[src/rtl/core/cesc_pkg.sv]
`default_nettype none

package cesc_pkg;

  localparam int SID_COUNT = 16;
  localparam int SID_W = (SID_COUNT > 1) ? $clog2(SID_COUNT) : 1;
  localparam int NCNT = 11;
  localparam int CNT_W = 32;
  localparam int PLEN_W = 17;
  localparam int MEAS_W = 31;
  localparam int FLAG_W = 10;
  localparam int IN_TDATA_W = 144;
  localparam int OUT_TDATA_W = 168;

  typedef enum logic [1:0] {
    MODE_EVENT  = 2'd0,
    MODE_READ   = 2'd1,
    MODE_CLEAR  = 2'd2,
    MODE_UNUSED = 2'd3
  } mode_t;

  typedef enum logic [1:0] {
    ST_APPLIED = 2'd0,
    ST_DROPPED = 2'd1,
    ST_READ    = 2'd2,
    ST_CLEARED = 2'd3
  } status_t;

  localparam logic [1:0] CFG_FORMAT  = 2'd0;
  localparam logic [1:0] CFG_INVALID = 2'd1;
  localparam logic [1:0] CFG_NODATA  = 2'd2;

  localparam logic [3:0] C_CYCLES    = 4'd0;
  localparam logic [3:0] C_TRIGGER   = 4'd1;
  localparam logic [3:0] C_START     = 4'd2;
  localparam logic [3:0] C_STOP      = 4'd3;
  localparam logic [3:0] C_NOBEAM    = 4'd4;
  localparam logic [3:0] C_BLOCK     = 4'd5;
  localparam logic [3:0] C_INTERLOCK = 4'd6;
  localparam logic [3:0] C_FAILCHOP  = 4'd7;
  localparam logic [3:0] C_WRONGTRIG = 4'd8;
  localparam logic [3:0] C_CCIREC    = 4'd9;
  localparam logic [3:0] C_CCILATE   = 4'd10;

  localparam logic [MEAS_W-1:0] MEAS_INVALID = 31'h7fffffff;

  typedef logic [NCNT-1:0][CNT_W-1:0] cnt_row_t;

  typedef struct packed {
    logic [3:0]  format_code;
    logic [15:0] invalid_code;
    logic [15:0] nodata_code;
  } cfg_t;

  typedef struct packed {
    logic [1:0]  mode;
    logic [63:0] event_id;
    logic [63:0] param_word;
    logic        machine;
    logic [3:0]  entry_sid;
    logic [3:0]  counter_index;
  } item_t;

  typedef struct packed {
    status_t             status;
    logic                machine;
    logic [11:0]         sid;
    logic [FLAG_W-1:0]   flag_bits;
    logic [MEAS_W-1:0]   trigger_length;
    logic [MEAS_W-1:0]   pulse_start_time;
    logic [MEAS_W-1:0]   pulse_stop_time;
    logic [PLEN_W-1:0]   pulse_length;
    logic [CNT_W-1:0]    counter_value;
  } result_t;

  typedef struct packed {
    cnt_row_t          cnt;
    logic [PLEN_W-1:0] plen;
  } store_rd_t;

  typedef struct packed {
    logic              wr;
    logic              clr;
    logic              machine;
    logic [SID_W-1:0]  idx;
    cnt_row_t          cnt;
    logic [PLEN_W-1:0] plen;
  } store_upd_t;

endpackage

`default_nettype wire

[src/rtl/core/cesc_calc.sv]
`default_nettype none

module cesc_calc (
  input  wire cesc_pkg::item_t            item,
  input  wire cesc_pkg::cfg_t             cfg,
  input  wire logic                       go,
  output logic                            rd_machine,
  output logic [cesc_pkg::SID_W-1:0]      rd_idx,
  input  wire cesc_pkg::store_rd_t        rd,
  output cesc_pkg::result_t               res,
  output cesc_pkg::store_upd_t            upd
);
  import cesc_pkg::*;

  logic [3:0]        fid;
  logic [11:0]       sid;
  logic [13:0]       bpid;
  logic [5:0]        attr;
  logic              blk, ilk, crec, clate, nob;
  logic [15:0]       trg_raw, sta_raw, sto_raw;
  logic              trg, sta, sto, wt, fc;
  logic [MEAS_W-1:0] trg_val, sta_val, sto_val;
  logic              ev_ok, sid_ok, cidx_ok;
  logic [NCNT-1:0]   inc;
  cnt_row_t          new_cnt;
  logic [PLEN_W-1:0] new_plen;

  function automatic logic [MEAS_W-1:0] shown(input logic [15:0] raw, input cfg_t c);
    logic [MEAS_W-1:0] v;
    if (raw == c.invalid_code) v = MEAS_INVALID;
    else if (raw == c.nodata_code) v = '0;
    else v = MEAS_W'(raw);
    return v;
  endfunction

  assign fid   = item.event_id[63:60];
  assign sid   = item.event_id[31:20];
  assign bpid  = item.event_id[19:6];
  assign attr  = item.event_id[5:0];
  assign blk   = bpid[2];
  assign ilk   = bpid[3];
  assign crec  = bpid[4];
  assign clate = bpid[5];
  assign nob   = attr[2];

  assign trg_raw = item.param_word[63:48];
  assign sta_raw = item.param_word[47:32];
  assign sto_raw = item.param_word[31:16];

  assign trg = (trg_raw != cfg.invalid_code) && (trg_raw != cfg.nodata_code);
  assign sta = (sta_raw != cfg.invalid_code) && (sta_raw != cfg.nodata_code);
  assign sto = (sto_raw != cfg.invalid_code) && (sto_raw != cfg.nodata_code);
  assign trg_val = shown(trg_raw, cfg);
  assign sta_val = shown(sta_raw, cfg);
  assign sto_val = shown(sto_raw, cfg);

  assign wt = (nob | blk | ilk) & trg;
  assign fc = ~(nob | blk | ilk) & ~sto;

  assign ev_ok   = (fid == cfg.format_code) && ({1'b0, sid} < 13'(SID_COUNT));
  assign sid_ok  = {9'd0, item.entry_sid} < 13'(SID_COUNT);
  assign cidx_ok = item.counter_index < 4'(NCNT);

  assign rd_machine = item.machine;
  assign rd_idx = (item.mode == MODE_EVENT) ? SID_W'(sid) : SID_W'(item.entry_sid);

  always_comb begin
    inc              = '0;
    inc[C_CYCLES]    = 1'b1;
    inc[C_TRIGGER]   = trg;
    inc[C_START]     = sta;
    inc[C_STOP]      = sto;
    inc[C_NOBEAM]    = nob;
    inc[C_BLOCK]     = blk;
    inc[C_INTERLOCK] = ilk;
    inc[C_FAILCHOP]  = fc;
    inc[C_WRONGTRIG] = wt;
    inc[C_CCIREC]    = crec;
    inc[C_CCILATE]   = clate;
    for (int c = 0; c < NCNT; c++) begin
      new_cnt[c] = rd.cnt[c] + CNT_W'(inc[c]);
    end
  end

  assign new_plen = (sta && sto) ? ({1'b0, sto_raw} - {1'b0, sta_raw}) : rd.plen;

  always_comb begin
    res         = '0;
    res.status  = ST_DROPPED;
    upd         = '0;
    upd.machine = item.machine;
    upd.idx     = rd_idx;
    upd.cnt     = new_cnt;
    upd.plen    = new_plen;
    unique case (item.mode)
      MODE_EVENT: begin
        if (ev_ok) begin
          res.status           = ST_APPLIED;
          res.machine          = item.machine;
          res.sid              = sid;
          res.flag_bits        = {fc, wt, clate, crec, ilk, blk, nob, sto, sta, trg};
          res.trigger_length   = trg_val;
          res.pulse_start_time = sta_val;
          res.pulse_stop_time  = sto_val;
          res.pulse_length     = new_plen;
          upd.wr               = go;
        end
      end
      MODE_READ: begin
        if (sid_ok && cidx_ok) begin
          res.status        = ST_READ;
          res.machine       = item.machine;
          res.sid           = 12'(item.entry_sid);
          res.pulse_length  = rd.plen;
          res.counter_value = rd.cnt[item.counter_index];
        end
      end
      MODE_CLEAR: begin
        if (sid_ok) begin
          res.status = ST_CLEARED;
          res.sid    = 12'(item.entry_sid);
          upd.clr    = go;
        end
      end
      default: begin
      end
    endcase
  end

endmodule

`default_nettype wire

[config.mk]
export PLATFORM = sky130hd
export DESIGN_NAME = cesc_calc
export DESIGN_NICKNAME = d
export VERILOG_FILES = /design/src/rtl/core/cesc_pkg.sv /design/src/rtl/core/cesc_calc.sv
export SDC_FILE = /design/constraint.sdc
export NUM_CORES = 1
export LEC_CHECK = 0
export ABC_AREA = 1
export BUFFER_PORTS_ARGS = -buffer_cell sky130_fd_sc_hd__buf_2
export CAP_MARGIN = 40
export CORE_AREA = 2 2 430 432
export DETAILED_ROUTE_END_ITERATION = 6
export DIE_AREA = 0 0 432 434
export PLACE_DENSITY_LB_ADDON = 0.15
export SLEW_MARGIN = 10
export SYNTH_ARGS = -nofsm -noshare
export SYNTH_HDL_FRONTEND = slang
export SYNTH_SLANG_ARGS = --single-unit
[constraint.sdc]
create_clock -name vclk -period 2.5
set_input_delay 0.125 -clock vclk [all_inputs]
set_output_delay 0.125 -clock vclk [all_outputs]
set_load 0.02 [all_outputs]
==> impl_metrics.tcl, run 1 <==
set metrics [dict create \
    cp_max_fo 4 \
    ir_worst_vdd_uv 139 \
    switchingPower_mw 3.36 \
    grt.total_usage 0.165 \
    wl_per_cell_um 25.2 \
    p_total_mw 5.24 \
    hold_buffers 0 \
    endpoint_kind "output port" \
    routed_via_density 3.74 \
    required_ns 2.38 \
    finalHoldViolCount 0 \
    setup_viol_count_final 126 \
    place_ws_ns -1.30 \
    internal_power_mw 1.88 \
    die_area_mm2 0.187 \
    endpoint "upd[265]" \
    power.leakage_nw 14.9 \
    synth.avg_cell_area_um2 5.31 \
    yosysTopAreaCell "xor2_1" \
    grt_pass1_wl_um 215000 \
    cp-startpoint "cfg[30]" \
    min_path_type "in2out" \
    layout_setup_ws_ns -0.435 \
    drive_gt1_frac 0.487 \
    status "finished, violations left" \
    yosysSeqAreaShare 0 \
    post-route-util 0.166 \
    globalRoute.totalOverflow 0 \
    fillCellCount 21432 \
    synthToLayoutAreaGrowth_pct 110 \
    route.detailed.drc 0 \
    register_area_um2 0 \
    die_x_um 432 \
    clock.fmax_mhz 341 \
    dp_hpwl_um 150000 \
    failed_checks "negative setup slack" \
    firstDrtPassIters 5 \
    first_iter_violations 1186 \
    worst-setup-path-type "in2out" \
    synth.distinct_cells 43 \
    pwr-share-clk 0 \
    port_buffers 1026 \
    seq_power_share 0 \
    switching_share 0.641 \
    maxSlewHeadroom 0.519 \
    ys_warn_count 0 \
    yosysTopAreaCellShare 0.180 \
    finalCritPeriodShare 1.17 \
    num_vias 24468 \
    start_kind "primary input" \
    worstMarginPinSlew_ns 0.721 \
    rows 157 \
    place.gp.congestion 0.923 \
    nets 4727 \
    nFlopsAndLatches 0 \
    max-cap-violations 0 \
    initial_core_util 0.0788 \
    grt_pass1_vias 24691 \
    drtAntennaViolNets 0 \
    clockBufferCount 0 \
    wl_um 165000 \
    antenna_found_initial 40 \
    p_comb_frac 1.000 \
    ios 1093 \
    p_per_area_mw_per_mm2 173 \
    netlist_area_mm2 0.0144 \
    grt_max_degree 48 \
    rsz0062_at_grt "yes" \
    slew_viol_final 0 \
    syn_inst 2706 \
    die_y_um 434 \
    core-area_mm2 0.182 \
    worst_ep_arrival_time_ns 2.81 \
    yosys-top-cells-area "xor2_1, nand2_1, inv_1, nor2_1, o21ai_0" \
    period_needed_ns 2.93 \
]
what timing repair did:
action	CTS	global route
pin swaps	116	123
setup buffers	56	60
resized for setup	560	486
cloned	0	1
setup endpoints to repair	219	236
final cells by class:
cell class / count / area, um^2 / share of cell area
antenna: 13 / 32.5 / 0.00108
inverter: 396 / 1540 / 0.0510
multi-input combinational: 2187 / 14800 / 0.488
tap: 2385 / 2980 / 0.0986
timing repair buffer: 1559 / 10900 / 0.361
stage by stage:
step	hold slack [ns]	cells	setup TNS, ns	instance area (um^2)
detailed placement	0.494	6451	-113.62	25700
finish	0.494	6540	-32.22	30300
global route	0.508	6538	-51.07	30300
global placement	0.495	6446	-135.22	25700
CTS	0.495	6501	-58.25	28300
floorplan	0.334	2713	-0.395	14500
power groups by stage:
stage | sequential (mW) | combinational (mW) | clock (mW)
finish | 0 | 5.24 | 0.000000737
floorplan | 0 | 1.95 | 0
global placement | 0 | 4.85 | 0
CTS | 0 | 5.13 | 0
detailed placement | 0 | 4.83 | 0
global route | 0 | 5.60 | 0.000000609
cell usage after synthesis, drive strengths merged, types with 3 or more instances:
master     n
nor4      36
or2        3
nand3    128
clkbuf    48
and2      18
buf       82
o211ai    19
nor2     271
nor3b      4
nand2    697
inv      393
ha        37
clkinv     3
a31oi      7
nor3     106
a22oi     17
o2111ai   16
xnor2     83
o221ai    17
o22ai      5
a21oi    133
nand4     91
nand3b     7
a221oi     7
o21ai    177
xor2     296
worst max-delay path, cell delays in order:
cell and delay (ns):
buf_8 0.10, buf_12 0.12, nand2_2 0.05, nand2_1 0.04, nor2_1 0.11, nand2_1 0.10
nor2_2 0.13, nand2_2 0.09, nand2_4 0.12, nand2_4 0.07, inv_6 0.10, ha_4 0.16
ha_4 0.14, nand3_4 0.13, nor2_4 0.15, nand2_2 0.09, nor2_4 0.18, nand4_4 0.17
nor2_4 0.21, nand3_2 0.11, xor2_2 0.15, buf_2 0.16
routing by layer:
metal	global-route usage	wire, um
met3	0.00935	5130
met1	0.189	64300
met5	0	13
met4	0.0265	3260
met2	0.335	92100
cells in the final DEF, fill, tap and decap left out, types with 89 or more instances in the layout:
master	Yosys	final
xor2_1	296	234
buf_6	0	205
nand3_1	120	89
o21ai_0	177	144
nand2_1	690	601
inv_1	389	350
a21oi_1	133	129
buf_4	59	512
buf_2	11	801
nor2_1	238	174
logic make-up (layout without fill, tap and decap cells):
logic type / Yosys count / in the layout / share of synthesized area
AOI/OAI and AO/OA: 400 / 400 / 0.157
xor gates and xnor gates: 379 / 379 / 0.231
adders and majority gates: 38 / 38 / 0.0336
buffers and inverters: 526 / 1955 / 0.154
other: 1 / 21 / 0.000261
and+or+nand+nor: 1362 / 1362 / 0.424
worst min path at each step:
| stage | from | end | slack (ns) | depth (start not counted) |
|---|---|---|---|---|
| finish | item[8] | rd_machine | 0.49 | 2 |
| CTS | item[8] | rd_machine | 0.49 | 2 |
| floorplan | rd[17] | upd[17] | 0.33 | 1 |
| detailed placement | item[8] | rd_machine | 0.49 | 2 |
| global placement | item[8] | upd[373] | 0.50 | 2 |
| global route | item[8] | rd_machine | 0.51 | 2 |
Power figures use the tool's default switching activity.
==> run 2: changes to the inputs <==
MAX_ROUTING_LAYER = met4   (was default)
==> run 2 against run 1 <==
Die area unchanged. Final cell count up 0.18%. Power down 1.9%. Largest cell class unchanged. Flip-flop and latch count unchanged. Hold slack better by 0.0031 ns. The run still ends with negative setup slack left. Non-clock buffer count up 9. Setup slack worse by 0.12 ns. Wire length up 0.46%. Sequential share of layout area unchanged.
==> impl_metrics.tcl, run 2 (synthesized netlist as in run 1, its figures left out) <==
set metrics [dict create \
    ios 1093 \
    globalRoute.totalOverflow 0 \
    final_cell_mix "buf_2, nand2_1, buf_4" \
    route.detailed.drc 0 \
    maxSlewHeadroom 0.416 \
    core-area_mm2 0.182 \
    slew_viol_final 0 \
    required_ns 2.38 \
    power.leakage_nw 14.8 \
    finalHoldViolCount 0 \
    dp_hpwl_um 151000 \
    setup_viol_count_final 136 \
    hold_ws_ns 0.497 \
    clockBufferCount 0 \
    nets 4737 \
    first_iter_violations 1223 \
    die_y_um 434 \
    cp_max_fo 3 \
    finish.instance_area_mm2 0.0298 \
    clock.fmax_mhz 327 \
    rows 157 \
    synthToLayoutAreaGrowth_pct 107 \
    failed_checks "negative setup slack" \
    endpoint_kind "output port" \
    nFlopsAndLatches 0 \
    antenna_found_initial 44 \
    wl_um 166000 \
    rsz0062_at_grt "yes" \
    firstDrtPassIters 5 \
    die_area_mm2 0.187 \
    wl_per_cell_um 25.3 \
    hold_depth 2 \
    grt.total_usage 0.170 \
    die_x_um 432 \
    final_common_cell "buf_2" \
    min_path_type "in2out" \
    worstMarginPinSlew_ns 0.869 \
    p_total_mw 5.14 \
    place_ws_ns -1.66 \
    initial_core_util 0.0788 \
    grt_max_degree 48 \
    worst-setup-path-type "in2out" \
    drive_gt1_frac 0.475 \
    max-cap-violations 0 \
    ir_worst_vdd_uv 70.5 \
    num_vias 24464 \
    layout_setup_ws_ns -0.557 \
    postPlaceCellArea_mm2 0.0257 \
    period_needed_ns 3.06 \
    grt_pass1_vias 24449 \
    post-route-util 0.163 \
    start_kind "primary input" \
    place.gp.congestion 0.937 \
    grt_pass1_wl_um 214000 \
    port_buffers 1026 \
    finalCritPeriodShare 1.22 \
    p_per_area_mw_per_mm2 173 \
    drtAntennaViolNets 0 \
    routed_via_density 3.73 \
    register_area_um2 0 \
    status "finished, violations left" \
    worst_ep_arrival_time_ns 2.93 \
]
run 2: changes by cell type in the layout (fill, tap and decap cells not counted), moves of 4 or more:
cell     change
buf_12       -7
buf_2       +22
buf_4       +23
buf_6       -27
inv_1       +12
inv_2        -8
nand2_1      +5
nand3_4      -5
o21ai_1     +14
o21ai_2      -4
o21ai_4      -8
xor2_1      +12
xor2_2      -11
run 2: report_power, final:
group	internal [mW]	total (mW)	switching [mW]
sequential	0	0	0
combinational	1.81	5.14	3.33
clock	0.000000817	0.000000817	0
total	1.81	5.14	3.33
run 2: final cells by class:
cell class         count  area, um^2
multi-input cells   2188       14500
repair buffers      1568       10800
diodes                15        37.5
fillers            21375      153000
well taps           2385        2980
inverters            396        1530
run 2: timing repair:
action / CTS / global route
buffers inserted: 78 / 40
resized for setup: 539 / 379
setup endpoints to repair: 208 / 260
cloned: 0 / 3
pin swaps: 121 / 144
hold buffers: 0 / 0
run 2: routing by layer:
layer / vias up / part of all wire / global-route usage
met1: 11848 / 0.39 / 0.187
met5: - / 0 / -
met4: 0 / 0.031 / 0.0379
li1: 11623 / - / -
met2: 850 / 0.55 / 0.333
met3: 143 / 0.033 / 0.00866
run 2: worst paths after layout:
check / start / endpoint
hold / removal: item[8] / upd[373]
setup / recovery: item[57] / upd[300]
run 2: critical path: stages:
cell and delay [ns]:
buf_8 0.10, xnor2_2 0.12, nand4_1 0.27, nor2_2 0.07, nand2_2 0.10, nand2_4 0.08, nor2_4 0.27, ha_4 0.21
nand3_4 0.08, buf_6 0.13, or2_4 0.27, nor2_4 0.15, nand2_4 0.09, nor2_4 0.12, nand4_1 0.23, nor2_1 0.19
nand2_1 0.06, nand2_1 0.10, buf_6 0.13
run 2: per-stage QoR:
| step | cells | setup TNS [ns] |
|---|---|---|
| CTS | 6518 | -56.25 |
| finish | 6552 | -40.35 |
| global placement | 6447 | -129.25 |
| floorplan | 2713 | -0.395 |
| global route | 6549 | -60.84 |
| detailed placement | 6449 | -123.77 |
